<file path="config.mk">
export PLATFORM = sky130hd
export DESIGN_NAME = i2c_master_10bit_sequencer_flat
export DESIGN_NICKNAME = d
export VERILOG_FILES = /design/src/rtl/i2c10_pkg.sv /design/src/rtl/i2c10_in_if.sv /design/src/rtl/i2c10_out_if.sv /design/src/rtl/i2c_master_10bit_sequencer.sv /design/src/flat_wrapper.sv
export SDC_FILE = /design/constraint.sdc
export NUM_CORES = 1
export LEC_CHECK = 0
export ABC_CLOCK_PERIOD_IN_PS = 2100
export BUFFER_PORTS_ARGS = -buffer_cell sky130_fd_sc_hd__buf_4
export CORE_MARGIN = 2
export CORE_UTILIZATION = 40
export DETAILED_ROUTE_END_ITERATION = 10
export SETUP_SLACK_MARGIN = 0.3
export SLEW_MARGIN = 20
export SYNTH_ARGS = -nofsm -noshare
export SYNTH_HDL_FRONTEND = slang
export SYNTH_SLANG_ARGS = --single-unit
</file>
<file path="constraint.sdc">
create_clock -name clk -period 2.1 [get_ports clk]
set_input_delay 0.42 -clock clk [delete_from_list [all_inputs] [get_ports clk]]
set_output_delay 0.42 -clock clk [all_outputs]
set_load 0.05 [all_outputs]
</file>
<file path="src/rtl/i2c10_pkg.sv">
// ----------------------------------------------------------------------------
// i2c10_pkg
// Command codes, result type and header helper for the 10-bit I2C sequencer.
// ----------------------------------------------------------------------------
package i2c10_pkg;

  // Bus event codes; codes six and seven have no meaning
  typedef enum logic [2:0] {
    CMD_BEGIN_WR = 3'd0,
    CMD_BEGIN_RD = 3'd1,
    CMD_START_DONE = 3'd2,
    CMD_ACK = 3'd3,
    CMD_NACK = 3'd4,
    CMD_TIMEOUT = 3'd5
  } cmd_t;

  // Upper five bits of a 10-bit address header (0x1E << 2, shifted once more)
  localparam logic [4:0] HDR_PREFIX = 5'b11110;
  localparam logic       RW_WRITE   = 1'b0;
  localparam logic       RW_READ    = 1'b1;
  localparam logic [1:0] RD_LIMIT   = 2'd2;
  localparam logic [1:0] WR_LIMIT   = 2'd3;
  localparam logic [1:0] NO_ENTRY   = 2'd3;

  // One result beat
  typedef struct packed {
    logic       load_tx;
    logic [7:0] tx_value;
    logic       send_start;
    logic       send_stop;
    logic       trigger;
    logic       done_res;
    logic       aborted;
    logic [7:0] read_byte;
    logic       read_valid;
    logic       unexpected;
  } result_t;

  // Build the first header byte from the address high bits and R/W
  function automatic logic [7:0] header_byte(input logic [1:0] addr_hi, input logic rw);
    return {HDR_PREFIX, addr_hi, rw};
  endfunction

endpackage

</file>
<file path="src/rtl/i2c10_in_if.sv">
// ----------------------------------------------------------------------------
// i2c10_in_if
// Bus event channel: valid/ready handshake with the event payload.
// ----------------------------------------------------------------------------
interface i2c10_in_if;
  logic       valid;
  logic       ready;
  logic [2:0] command;
  logic [9:0] slave_address;
  logic [7:0] first_byte;
  logic [7:0] second_byte;
  logic [7:0] third_byte;
  logic [7:0] bus_data;

  modport source (
    output valid, command, slave_address, first_byte, second_byte, third_byte, bus_data,
    input  ready
  );
  modport sink (
    input  valid, command, slave_address, first_byte, second_byte, third_byte, bus_data,
    output ready
  );
endinterface

</file>
<file path="src/rtl/i2c10_out_if.sv">
// ----------------------------------------------------------------------------
// i2c10_out_if
// Result channel: valid/ready handshake with the sequencer's answer.
// ----------------------------------------------------------------------------
interface i2c10_out_if;
  logic       valid;
  logic       ready;
  logic       load_tx;
  logic [7:0] tx_value;
  logic       send_start;
  logic       send_stop;
  logic       trigger;
  logic       done_res;
  logic       aborted;
  logic [7:0] read_byte;
  logic       read_valid;
  logic       unexpected;

  modport source (
    output valid, load_tx, tx_value, send_start, send_stop, trigger, done_res, aborted,
           read_byte, read_valid, unexpected,
    input  ready
  );
  modport sink (
    input  valid, load_tx, tx_value, send_start, send_stop, trigger, done_res, aborted,
           read_byte, read_valid, unexpected,
    output ready
  );
endinterface

</file>
<file path="src/rtl/i2c_master_10bit_sequencer.sv">
// ----------------------------------------------------------------------------
// i2c_master_10bit_sequencer
// Turns I2C bus events into transmit loads and START/STOP requests for a
// transaction with a 10-bit slave address, one result beat per event beat.
// ----------------------------------------------------------------------------
//  channel   direction  beat carries
//  in_ch     sink       bus event, address and payload operands
//  out_ch    source     tx load, bus condition requests and status flags
//
//  One event beat per cycle sustained while out_ch.ready is high; beats
//  pass the input register, then the result register. Sequencer state
//  and result register advance together; a stalled result holds the item
//  in the input register; in_ch.ready drops only with both stages full.
//  Reset clears phase, mode, byte count, address and both valid flags.
// ----------------------------------------------------------------------------
module i2c_master_10bit_sequencer
  import i2c10_pkg::*;
(
  input  logic        clk,
  input  logic        rst_n,
  i2c10_in_if.sink    in_ch,
  i2c10_out_if.source out_ch
);

  typedef enum logic [2:0] {
    PH_START, PH_HDR_WR, PH_LOW_ADDR, PH_DATA, PH_RESTART, PH_HDR_RD, PH_READ, PH_STOP
  } phase_t;

  // Input stage
  logic       in_v_r;
  logic [2:0] cmd_r;
  logic [9:0] addr_in_r;
  logic [7:0] b0_r, b1_r, b2_r, bus_r;

  // Sequencer state
  phase_t     phase_r, phase_nxt;
  logic       rd_mode_r, rd_mode_nxt;
  logic [1:0] sent_r, sent_nxt;
  logic [9:0] taddr_r, taddr_nxt;
  logic [7:0] pay_r [3];

  // Result stage
  logic       out_v_r;
  result_t    res_r, res_nxt;

  logic       advance;
  logic       in_fire;
  logic [7:0] pay_val;

  assign advance     = in_v_r && (!out_v_r || out_ch.ready);
  assign in_ch.ready = !in_v_r || advance;
  assign in_fire     = in_ch.valid && in_ch.ready;

  // Current payload byte, zero past the last entry
  assign pay_val = (sent_r != NO_ENTRY) ? pay_r[sent_r] : 8'h00;

  // Decide the answer and the next state for the held event
  always_comb begin
    res_nxt     = '0;
    phase_nxt   = phase_r;
    rd_mode_nxt = rd_mode_r;
    sent_nxt    = sent_r;
    taddr_nxt   = taddr_r;
    unique case (cmd_r)
      CMD_BEGIN_WR, CMD_BEGIN_RD: begin
        taddr_nxt          = addr_in_r;
        rd_mode_nxt        = (cmd_r == CMD_BEGIN_RD);
        sent_nxt           = 2'd0;
        phase_nxt          = PH_START;
        res_nxt.send_start = 1'b1;
      end
      CMD_START_DONE: begin
        res_nxt.trigger = 1'b1;
        if (!rd_mode_r || phase_r == PH_START) begin
          res_nxt.load_tx  = 1'b1;
          res_nxt.tx_value = header_byte(taddr_r[9:8], RW_WRITE);
          phase_nxt        = PH_HDR_WR;
        end else if (phase_r == PH_RESTART) begin
          res_nxt.load_tx  = 1'b1;
          res_nxt.tx_value = header_byte(taddr_r[9:8], RW_READ);
          phase_nxt        = PH_HDR_RD;
        end else begin
          res_nxt.unexpected = 1'b1;
        end
      end
      CMD_ACK: begin
        priority if (phase_r == PH_HDR_WR) begin
          res_nxt.load_tx  = 1'b1;
          res_nxt.tx_value = taddr_r[7:0];
          res_nxt.trigger  = 1'b1;
          phase_nxt        = PH_LOW_ADDR;
        end else if (phase_r == PH_LOW_ADDR) begin
          res_nxt.load_tx  = 1'b1;
          res_nxt.tx_value = pay_val;
          res_nxt.trigger  = 1'b1;
          sent_nxt         = sent_r + 2'd1;
          phase_nxt        = PH_DATA;
        end else if (phase_r == PH_DATA) begin
          res_nxt.trigger = 1'b1;
          if (sent_r != (rd_mode_r ? RD_LIMIT : WR_LIMIT)) begin
            res_nxt.load_tx  = 1'b1;
            res_nxt.tx_value = pay_val;
            sent_nxt         = sent_r + 2'd1;
          end else if (rd_mode_r) begin
            res_nxt.send_start = 1'b1;
            phase_nxt          = PH_RESTART;
          end else begin
            res_nxt.send_stop = 1'b1;
            res_nxt.done_res  = 1'b1;
            phase_nxt         = PH_STOP;
          end
        end else if (phase_r == PH_HDR_RD && rd_mode_r) begin
          res_nxt.trigger = 1'b1;
          phase_nxt       = PH_READ;
        end else begin
          res_nxt.unexpected = 1'b1;
        end
      end
      CMD_NACK: begin
        priority if (phase_r == PH_HDR_WR) begin
          res_nxt.send_start = 1'b1;
          res_nxt.trigger    = 1'b1;
          phase_nxt          = PH_START;
        end else if (phase_r == PH_LOW_ADDR || (phase_r == PH_DATA && !rd_mode_r)) begin
          res_nxt.send_stop = 1'b1;
          res_nxt.trigger   = 1'b1;
          res_nxt.aborted   = 1'b1;
          phase_nxt         = PH_STOP;
        end else if (phase_r == PH_READ && rd_mode_r) begin
          res_nxt.read_byte  = bus_r;
          res_nxt.read_valid = 1'b1;
          res_nxt.done_res   = 1'b1;
          res_nxt.send_stop  = 1'b1;
          res_nxt.trigger    = 1'b1;
          phase_nxt          = PH_STOP;
        end else begin
          res_nxt.unexpected = 1'b1;
        end
      end
      CMD_TIMEOUT: begin
        res_nxt = '0;
      end
      default: begin
        res_nxt.unexpected = 1'b1;
      end
    endcase
  end

  // Hold state, input stage and result stage
  always_ff @(posedge clk) begin
    if (!rst_n) begin
      in_v_r    <= 1'b0;
      out_v_r   <= 1'b0;
      phase_r   <= PH_START;
      rd_mode_r <= 1'b0;
      sent_r    <= 2'd0;
      taddr_r   <= 10'd0;
    end else begin
      // Capture an accepted event beat
      if (in_fire) begin
        cmd_r     <= in_ch.command;
        addr_in_r <= in_ch.slave_address;
        b0_r      <= in_ch.first_byte;
        b1_r      <= in_ch.second_byte;
        b2_r      <= in_ch.third_byte;
        bus_r     <= in_ch.bus_data;
      end
      if (in_fire) begin
        in_v_r <= 1'b1;
      end else if (advance) begin
        in_v_r <= 1'b0;
      end
      // Advance the sequencer and load the result
      if (advance) begin
        phase_r   <= phase_nxt;
        rd_mode_r <= rd_mode_nxt;
        sent_r    <= sent_nxt;
        taddr_r   <= taddr_nxt;
        res_r     <= res_nxt;
        if (cmd_r == CMD_BEGIN_WR || cmd_r == CMD_BEGIN_RD) begin
          pay_r[0] <= b0_r;
          pay_r[1] <= b1_r;
        end
        if (cmd_r == CMD_BEGIN_WR) begin
          pay_r[2] <= b2_r;
        end
      end
      if (advance) begin
        out_v_r <= 1'b1;
      end else if (out_ch.ready) begin
        out_v_r <= 1'b0;
      end
    end
  end

  // Drive the result channel
  assign out_ch.valid      = out_v_r;
  assign out_ch.load_tx    = res_r.load_tx;
  assign out_ch.tx_value   = res_r.tx_value;
  assign out_ch.send_start = res_r.send_start;
  assign out_ch.send_stop  = res_r.send_stop;
  assign out_ch.trigger    = res_r.trigger;
  assign out_ch.done_res   = res_r.done_res;
  assign out_ch.aborted    = res_r.aborted;
  assign out_ch.read_byte  = res_r.read_byte;
  assign out_ch.read_valid = res_r.read_valid;
  assign out_ch.unexpected = res_r.unexpected;

endmodule

</file>
<file path="src/flat_wrapper.sv">
// flat-port wrapper written by rule: the top's interface ports become plain ports
module i2c_master_10bit_sequencer_flat import i2c10_pkg::*;
  (clk, rst_n, in_ch_valid, in_ch_command, in_ch_slave_address, in_ch_first_byte, in_ch_second_byte, in_ch_third_byte, in_ch_bus_data, in_ch_ready, out_ch_valid, out_ch_load_tx, out_ch_tx_value, out_ch_send_start, out_ch_send_stop, out_ch_trigger, out_ch_done_res, out_ch_aborted, out_ch_read_byte, out_ch_read_valid, out_ch_unexpected, out_ch_ready);
  i2c10_in_if in_ch_i ();
  i2c10_out_if out_ch_i ();
  input  logic clk;
  input  logic rst_n;
  input wire logic [$bits(in_ch_i.valid)-1:0] in_ch_valid;
  input wire logic [$bits(in_ch_i.command)-1:0] in_ch_command;
  input wire logic [$bits(in_ch_i.slave_address)-1:0] in_ch_slave_address;
  input wire logic [$bits(in_ch_i.first_byte)-1:0] in_ch_first_byte;
  input wire logic [$bits(in_ch_i.second_byte)-1:0] in_ch_second_byte;
  input wire logic [$bits(in_ch_i.third_byte)-1:0] in_ch_third_byte;
  input wire logic [$bits(in_ch_i.bus_data)-1:0] in_ch_bus_data;
  output wire logic [$bits(in_ch_i.ready)-1:0] in_ch_ready;
  output wire logic [$bits(out_ch_i.valid)-1:0] out_ch_valid;
  output wire logic [$bits(out_ch_i.load_tx)-1:0] out_ch_load_tx;
  output wire logic [$bits(out_ch_i.tx_value)-1:0] out_ch_tx_value;
  output wire logic [$bits(out_ch_i.send_start)-1:0] out_ch_send_start;
  output wire logic [$bits(out_ch_i.send_stop)-1:0] out_ch_send_stop;
  output wire logic [$bits(out_ch_i.trigger)-1:0] out_ch_trigger;
  output wire logic [$bits(out_ch_i.done_res)-1:0] out_ch_done_res;
  output wire logic [$bits(out_ch_i.aborted)-1:0] out_ch_aborted;
  output wire logic [$bits(out_ch_i.read_byte)-1:0] out_ch_read_byte;
  output wire logic [$bits(out_ch_i.read_valid)-1:0] out_ch_read_valid;
  output wire logic [$bits(out_ch_i.unexpected)-1:0] out_ch_unexpected;
  input wire logic [$bits(out_ch_i.ready)-1:0] out_ch_ready;
  assign in_ch_i.valid = in_ch_valid;
  assign in_ch_i.command = in_ch_command;
  assign in_ch_i.slave_address = in_ch_slave_address;
  assign in_ch_i.first_byte = in_ch_first_byte;
  assign in_ch_i.second_byte = in_ch_second_byte;
  assign in_ch_i.third_byte = in_ch_third_byte;
  assign in_ch_i.bus_data = in_ch_bus_data;
  assign in_ch_ready = in_ch_i.ready;
  assign out_ch_valid = out_ch_i.valid;
  assign out_ch_load_tx = out_ch_i.load_tx;
  assign out_ch_tx_value = out_ch_i.tx_value;
  assign out_ch_send_start = out_ch_i.send_start;
  assign out_ch_send_stop = out_ch_i.send_stop;
  assign out_ch_trigger = out_ch_i.trigger;
  assign out_ch_done_res = out_ch_i.done_res;
  assign out_ch_aborted = out_ch_i.aborted;
  assign out_ch_read_byte = out_ch_i.read_byte;
  assign out_ch_read_valid = out_ch_i.read_valid;
  assign out_ch_unexpected = out_ch_i.unexpected;
  assign out_ch_i.ready = out_ch_ready;
  i2c_master_10bit_sequencer u_core (.clk(clk), .rst_n(rst_n), .in_ch(in_ch_i), .out_ch(out_ch_i));
endmodule
</file>
## Yosys cells after proc, flatten, opt, wreduce, memory -nomap -nowiden

Memory sizes are Yosys's and may differ from the RTL's. A register that Yosys moved wholly into a read port is not among the register bits.
Cells that the tools add are included.

- Bitwise logic cells: 2
- Mux-type cells: 75
- Reductions and logical operators: 29
- Equality and inequality tests: 20
- Add/sub/neg operators: 1

Operator list:

| cell | count |
|---|---|
| $mux 9 | 6 |
| $mux 1 | 35 |
| $mux 3 | 11 |
| $mux 2 | 11 |
| $pmux 9 s2 | 1 |
| $eq 3x3->1 const B | 5 |
| $eq 3x2->1 const B | 4 |
| $mux 12 | 1 |
| $pmux 3 s4 | 1 |
| $mux 11 | 1 |
| $mux 10 | 1 |
| $ne 3x1->1 const B | 3 |
| $mux 8 | 1 |
| $eq 3x1->1 const B | 2 |
| $logic_not 3->1 | 2 |
| $pmux 1 s3 | 2 |
| $reduce_and 2->1 | 3 |
| $reduce_and 6->1 | 1 |
| $reduce_bool 2->1 | 3 |
| $reduce_or 3->1 | 2 |
| $logic_and 1x1->1 | 5 |
| $logic_or 1x1->1 | 5 |
| $ne 5x1->1 const B | 1 |
| $ne 5x3->1 const B | 1 |
| 13 further kinds | 19 |

- Word-level logic and storage cells: 150
- Register bits after elaboration: 87
- RAM bits: 24
- Output and inout port bits: 26
- Memories kept: 1
- Input port bits: 49

Memory list:

| memory | words | bits a word | read ports | clocked after Yosys merged registers in | write ports | RTL line | text |
|---|---|---|---|---|---|---|---|
| u_core.pay_r | 3 | 8 | 1 | 1 | 3 | i2c_master_10bit_sequencer.sv:40 | `logic [7:0] pay_r [3];` |

## Longest topological paths before layout

Gate-level depths: netlist (run 1).

- Depth in word-level cells: 9
- Gate-level depth with buffers: 7
- Depth with buffers taken out: 5

## Least setup slack after synthesis (run 1)

OpenSTA, ideal clock, no wires.

- Kind: register to register
- From: register u_core.out_v_r (netlist: u_core.out_ch.valid)
- To: register u_core.addr_in_r[0], enable pin
- Required time: 1.693 ns
- Arrival: 2.286 ns
- Slack: -0.593 ns
- Stages on the path, launching flop included: 4
- Setup time: 0.407 ns
- Path through: dfxtp_1 > nor2b_1 > nand2_1 > and3_1

- Cells in the longest elaborated chain, start to end: 6

RTL lines:

| item | RTL line | text |
|---|---|---|
| start: declaration | i2c_master_10bit_sequencer.sv:43 | `logic out_v_r;` |
| start signal: assignment | i2c_master_10bit_sequencer.sv:153 | `out_v_r <= 1'b0;` |
| start signal: assignment | i2c_master_10bit_sequencer.sv:189 | `out_v_r <= 1'b1;` |
| start signal: assignment | i2c_master_10bit_sequencer.sv:191 | `out_v_r <= 1'b0;` |
| $logic_not 1->1 | i2c_master_10bit_sequencer.sv:50 | `assign advance = in_v_r && (!out_v_r \|\| out_ch.ready);` |
| $logic_or 1x1->1 | i2c_master_10bit_sequencer.sv:50 |  |
| $logic_and 1x1->1 | i2c_master_10bit_sequencer.sv:50 |  |
| $logic_or 1x1->1 | i2c_master_10bit_sequencer.sv:51 | `assign in_ch.ready = !in_v_r \|\| advance;` |
| net in_ch_ready | flat_wrapper.sv:15 | `output wire logic [$bits(in_ch_i.ready)-1:0] in_ch_ready;` |
| $logic_and 1x1->1 | i2c_master_10bit_sequencer.sv:52 | `assign in_fire = in_ch.valid && in_ch.ready;` |
| $reduce_and 2->1 (no line) | - |  |
| end signal: assignment | i2c_master_10bit_sequencer.sv:162 | `addr_in_r <= in_ch.slave_address;` |
| end: declaration | i2c_master_10bit_sequencer.sv:32 | `logic [9:0] addr_in_r;` |

The timed path passes the listed nets, and every way through them passes these cells.
A chain may end at the register's enable or synchronous reset.

## Worst setup path in the final report (run 1)

- From: register u_core.out_v_r (netlist: u_core.out_ch.valid)
- To: output port in_ch_ready

- Cells in the longest elaborated chain, start to end: 4

RTL lines:

| item | RTL line |
|---|---|
| $logic_not 1->1 | i2c_master_10bit_sequencer.sv:50 |
| $logic_or 1x1->1 | i2c_master_10bit_sequencer.sv:50 |
| $logic_and 1x1->1 | i2c_master_10bit_sequencer.sv:50 |
| $logic_or 1x1->1 | i2c_master_10bit_sequencer.sv:51 |
| end: declaration | flat_wrapper.sv:15 |

Every way passes these cells.

==> results.md, run 1 <==
* Outcome: complete, no violations
* PD cells at 984 nW/um^2
* Worst-Margin Slew at 0.606 ns
* Syn_area_per_cell at 15.4 sq um
* Core area at 10,800 sq um
* Critical path cell sequence: nor2b_4 > nand2_2 > buf_4
* Period utilization at 0.815
* NumNets Final at 436
* Die area at 11,900 sq um
* CP Class: flip-flop to output port
* First-pass GRT wire length at 12.9 mm
* Clock transition at path regs at 0.06 ns
* Routed length per instance at 15.0 um
* EDFF count, synth at 93
* Final hold vios at 0
* Routed wire length at 8.08 mm
* Clock Root Buffer: clkbuf_8
* Clock Skews at 0.00923 ns
* Via-to-Cell Ratio at 4.79
* Die X at 109 um
* Post-route DRC at 0
* Via count at 2,581
* CP Buf/Inv Count at 1
* Commonest cells after routing, fill and taps aside: edfxtp_1, buf_4, nor2_1
* Leak Pwr at 2.16 nW
* Mapped Area at 4430 sq um
* Mapped Nets at 338
* Final Instance Area at 5840 sq um
* Yosys top cell by area: edfxtp_1
* PortBufs at 74
* Critical-path cell with the highest stage delay: dfxtp_2
* Maxcap violations at 0
* CTS sink cnt at 113
* Total power at 5.74 mW
* Site row count at 38
* Sequential share of the synthesized area at 0.720
* TNS Setup at 0 ns
* Chip height at 109 um
* Routability Congestion at 0.867
* Yosys cell types at 54
* Share of post-route cells with drive strength above 1 at 0.391
* Hold Crit Class: primary input to flip-flop
* Max Freq at 584 MHz
* Main synth FF type: edfxtp_1
* Filler instances at 906
* Startpoint types: flip-flop
* Synth Register Bits at 113
* Synth top area share at 0.630
* Syn Inst Count at 288
* Grt ovf at 0
* Ys async rst share at 0
* Clk_lat worst skew at 0.51 ns
* Layout area overhead at 31.7%
* Setup crit end kind: output port
* CP top delay family: flip-flops
* Worst path arrival time at 1.29 ns
* Area after DPL at 5150 sq um
* Slew HR at 0.596
* Initial antenna violation count at 0
* Largest net degree at the start of global routing at 46
* DR pass1 iterations at 5
* Final setup viols at 0
* Diodes inserted at 0
* VDD IR-drop max at 0.609 mV
* Hold Buf Count CTS at 0
* 1st-iter DRT viols at 92
* H-tree depth at 4
* Max stage delay on crit path at 0.34 ns
* Total CTS buffers at 17
* Initial Util at 0.409
* CTS tree: done
* Vias in the first global route at 2,617
* Area contributors post-synth: edfxtp_1, dfxtp_1, mux2i_1, o21ai_0, nor2_1
* Antenna-violating nets left at 0
* Ys Warns at 0
* Most common cell after layout, fill and taps aside: edfxtp_1
* CP max FO at 4
* Clock buffer depth at 2
* Min cycle time layout at 1.71 ns
* Post-DP HPWL at 5.53 mm
* IO Pins at 75
* Unrepaired setup endpoints after global routing: no
* WP data required at 1.68 ns
* Fin. max-slew vios at 0
* All-Layer GR Usage at 0.149
cell usage after synthesis, drive strengths merged (2+ instances only):
| library cell | n |
|---|---|
| clkbuf | 3 |
| nor3 | 7 |
| and3 | 3 |
| dfxtp | 20 |
| a31oi | 2 |
| nand2 | 16 |
| or2 | 2 |
| o21ai | 21 |
| nor3b | 4 |
| a22oi | 8 |
| nor2 | 24 |
| o22ai | 3 |
| nand2b | 4 |
| edfxtp | 93 |
| nor2b | 2 |
| buf | 9 |
| nand3 | 3 |
| inv | 6 |
| and2 | 11 |
| a21oi | 6 |
| mux2i | 21 |
flip-flops by register name (all words and copies together), names as in the netlist, named ones only:
register and count:
u_core.taddr_r 10, u_core.sent_r 2, u_core.out_ch.trigger 1, u_core.out_ch.done_res 1
u_core.addr_in_r 10, u_core.out_ch.valid 1, u_core.cmd_r 3, u_core.pay_r 24
u_core.out_ch.unexpected 1, u_core.bus_r 8, u_core.out_ch.read_byte 8, u_core.out_ch.load_tx 1
u_core.rd_mode_r 1, u_core.out_ch.tx_value 8, u_core.b1_r 8, u_core.in_v_r 1
u_core.b2_r 8, u_core.out_ch.aborted 1, u_core.b0_r 8, u_core.out_ch.send_start 1
u_core.out_ch.send_stop 1, u_core.out_ch.read_valid 1, u_core.phase_r 3
per-layer routing:
layer / GRT usage / vias up / part of all wire
li1: - / 1281 / -
met1: 0.189 / 1207 / 0.46
met2: 0.233 / 79 / 0.47
met3: 0.0514 / 14 / 0.051
met4: 0.0597 / 0 / 0.017
met5: 0 / - / 0
worst paths after layout:
kind | endpoint | from | cells past startpoint | slack (ns)
hold / removal | u_core.addr_in_r[6] | in_ch_slave_address[6] | 1 | 0.09
setup / recovery | in_ch_ready | u_core.out_ch.valid | 3 | 0.39
hold reg to reg | u_core.pay_r[0][6] | u_core.b0_r[6] | 0 | 0.42
setup reg to reg | u_core.sent_r[0] | u_core.cmd_r[2] | 6 | 0.40
final cells by class:
cell class | instances | area (sq um) | share of cell area
Sequential cell | 113 | 3200 | 0.548
Multi-Input combinational cell | 156 | 1150 | 0.196
Timing Repair Buffer | 91 | 683 | 0.117
Clock buffer | 17 | 414 | 0.0709
Clock inverter | 15 | 195 | 0.0334
Tap cell | 140 | 175 | 0.0300
Inverter | 7 | 26.3 | 0.00450
metrics by stage:
stage	cells	setup WS [ns]	utilization	hold WS (ns)
floorplan	288	0.305	-	0.400
global placement	499	0.302	0.475	0.405
detailed placement	499	0.298	0.475	0.406
CTS	533	0.309	0.532	0.0668
global route	539	0.291	0.539	0.0552
finish	539	0.389	0.539	0.0861
worst reg2reg max path, cell delays in order (launching register included):
cell,delay [ns]
edfxtp_1,0.40
buf_4,0.18
and3b_2,0.33
o21ai_0,0.13
o211ai_2,0.21
mux2i_1,0.25
nor2_1,0.08
kinds of logic (layout without fill, tap and decap cells):
family                     Yosys count  after routing  share of synthesized area
xor gates and xnor gates             1              1                    0.00198
and+or+nand+nor                     82             82                      0.112
muxes                               21             21                     0.0474
DFF                                113            113                      0.720
buffers and inverters               19            130                     0.0291
AOI/OAI and AO/OA                   51             51                     0.0858
adders and majority gates            1              1                    0.00282
power breakdown:
part | switching [mW] | leakage (nW) | internal (mW) | total, mW
Combinational | 0.168 | 0.828 | 0.135 | 0.302
Clock | 1.07 | 0.298 | 1.84 | 2.92
Sequential | 0.0309 | 1.03 | 2.49 | 2.52
what timing repair did:
action / in CTS / in global routing
resized for setup: 0 / 6
endpoints found under the setup margin: 1 / 57
buffers inserted: 2 / 6
(Power assumes the default switching activity.)
==> inputs of run 2 (changes only) <==
--- a/config.mk
+++ b/config.mk
@@ -5,7 +5,7 @@
 export SDC_FILE = /design/constraint.sdc
 export NUM_CORES = 1
 export LEC_CHECK = 0
-export ABC_CLOCK_PERIOD_IN_PS = 2100
+export ABC_CLOCK_PERIOD_IN_PS = 1500
 export BUFFER_PORTS_ARGS = -buffer_cell sky130_fd_sc_hd__buf_4
 export CORE_MARGIN = 2
 export CORE_UTILIZATION = 40
==> constraint.sdc (replaced) <==
create_clock -name clk -period 1.5 [get_ports clk]
set_input_delay 0.3 -clock clk [delete_from_list [all_inputs] [get_ports clk]]
set_output_delay 0.3 -clock clk [all_outputs]
set_load 0.05 [all_outputs]
==> run 2 against run 1 <==
Against the previous run: critical path depth grew 3; the flow now finishes with violations (negative setup slack); via count grew 23%; largest power group unchanged; non-clock buffer count grew 120; largest cell class unchanged; highest routed layer unchanged; sequential cell count is the same; worst setup slack lost 0.65 ns; worst hold slack gained 0.13 ns; power grew 40%; sequential share of layout area shrank 12 points; first-iteration DRC count grew 62%; critical path type is now flip-flop to flip-flop; cell count grew 23%.
==> results.md, run 2 (synthesis results as in run 1) <==
* Most common cell after layout, fill and taps aside: buf_4
* Metal3 WL at 507 um
* Final setup viols at 103
* Worst-Margin Slew at 0.453 ns
* Largest net degree at the start of global routing at 17
* VDD IR-drop max at 0.660 mV
* WP data required at 1.91 ns
* Multi-input gate area at 1470 sq um
* Share of post-route cells with drive strength above 1 at 0.530
* Die area at 11,900 sq um
* Clock Root Buffer: clkbuf_8
* Max Freq at 567 MHz
* Top flop regs: u_core.pay_r x24, u_core.addr_in_r x10, u_core.taddr_r x10
* Routability Congestion at 0.864
* Layout Cells excl Fill at 663
* Storage cell area at 3210 sq um
* PD cells at 1060 nW/um^2
* Internal power at 6.17 mW
* 1st-iter DRT viols at 149
* Worst setup margin at -0.265 ns
* Post-DP HPWL at 6.06 mm
* Flop pwr share at 0.439
* Chip height at 109 um
* Unrepaired setup endpoints after global routing: yes
* Initial Util at 0.409
* Total power at 8.04 mW
* PortBufs at 74
* Die X at 109 um
* Outcome: finished, violations left
* Final Instance Area at 7570 sq um
* Site row count at 38
* Area after DPL at 5590 sq um
* Filler instances at 677
* CTS tree: done
* Max layer used: met4
* Layout area overhead at 70.8%
* Initial antenna violation count at 0
* Slew HR at 0.698
* Switch share at 0.233
* Worst path arrival time at 2.17 ns
* Fin. max-slew vios at 0
* Period utilization at 1.18
* Routed length per instance at 16.6 um
* Hold Crit Class: primary input to flip-flop
* All-Layer GR Usage at 0.194
* Core area at 10,800 sq um
* IO Pins at 75
* Startpoint types: flip-flop
* Routed wire length at 11.0 mm
* Clock Skews at 0.00838 ns
* CP Class: flip-flop to flip-flop
* Reg2Reg Setup Slack at -0.26 ns
* Final hold vios at 0
* Net Sw Power at 1.88 mW
* Met1 Wirelength at 4.61 mm
* Failing checks: negative setup slack
* Min cycle time layout at 1.76 ns
* Register name with the most flops: u_core.pay_r
* Maxcap violations at 0
* Diodes inserted at 0
* Post-route DRC at 0
* Via count at 3,187
* DR pass1 iterations at 4
* Clk_lat worst skew at 0.52 ns
* Max reg flops at 24
* NumNets Final at 560
* H-tree depth at 4
* Leak Pwr at 2.94 nW
* Commonest cells after routing, fill and taps aside: buf_4, edfxtp_1, buf_6
* Grt ovf at 0
* Antenna-violating nets left at 0
* Placed Cells incl. Taps at 542
* Vias in the first global route at 3,175
* Met2 WL at 5.69 mm
* First-pass GRT wire length at 16.4 mm
* Clock transition at path regs at 0.06 ns
* CTS sink cnt at 113
* Comb pwr share at 0.102
* Setup crit end kind: flip-flop
* Via-to-Cell Ratio at 4.81
* Total CTS buffers at 17
* Power share of the clock group at 0.458
* Util after Layout at 0.698
* Clock buffer depth at 2
* CP max FO at 6
[run 2: changes by cell type in the layout (fill, tap and decap cells not counted), moves of 7 or more]
cell           change
buf_6             +51
dlygate4sd3_1     +46
buf_12             +7
o21ai_0           -10
and2_4             +7
o21ai_2            +7
[run 2: what timing repair did]
item | CTS | global route
cloned | 10 | 2
pin swaps | 19 | 27
setup endpoints to repair | 161 | 161
buffers inserted | 21 | 10
resized for setup | 99 | 37
hold endpoints to repair | 46 | 0
hold buffers | 46 | 0
[run 2: area by class of cell]
| type | instances | share of cell area |
|---|---|---|
| sequential | 113 | 0.425 |
| multi-input combinational | 160 | 0.194 |
| clock inverter | 14 | 0.0169 |
| tap | 140 | 0.0231 |
| clock buffer | 18 | 0.0552 |
| inverter | 7 | 0.00430 |
| timing repair buffer | 211 | 0.282 |
[run 2: path summary, 6_finish.rpt]
path,startpoint,end,cells after the start
worst max-delay path,u_core.cmd_r[1],u_core.phase_r[2],6
worst min-delay path,rst_n,u_core.phase_r[1],3
worst max register to register,u_core.cmd_r[1],u_core.phase_r[2],6
worst min register to register,u_core.b0_r[2],u_core.pay_r[0][2],0
[run 2: per-stage QoR]
stage	worst slack (ns)	hold slack, ns	TNS, ns
3_3_place_gp	-0.314	0.403	-8.46
6_report	-0.265	0.213	-10.23
3_5_place_dp	-0.282	0.405	-8.86
2_1_floorplan	-0.215	0.399	-12.77
5_1_grt	-0.383	0.207	-15.72
4_1_cts	-0.180	0.180	-5.85
[run 2: worst max-delay path, stage by stage (launching register included)]
cell and delay, ns:
edfxtp_1 0.51, buf_6 0.18, nor4bb_4 0.16, and2_4 0.16, or3_4 0.41, nor3_2 0.17, nor3_1 0.05
[run 2: power groups by stage]
stage	Clock [mW]	Sequential [mW]	Combinational, mW
after global placement	0	3.60	0.507
after floorplan	0	3.64	0.212
after CTS	3.74	3.53	0.771
after detailed placement	0	3.60	0.506
final	3.68	3.53	0.824
after global routing	3.91	3.54	0.873
[run 2: routing by layer]
layer	vias up	track usage
met1	1526	0.235
met4	0	0.0705
met3	18	0.0496
met5	-	0
li1	1549	-
met2	94	0.334
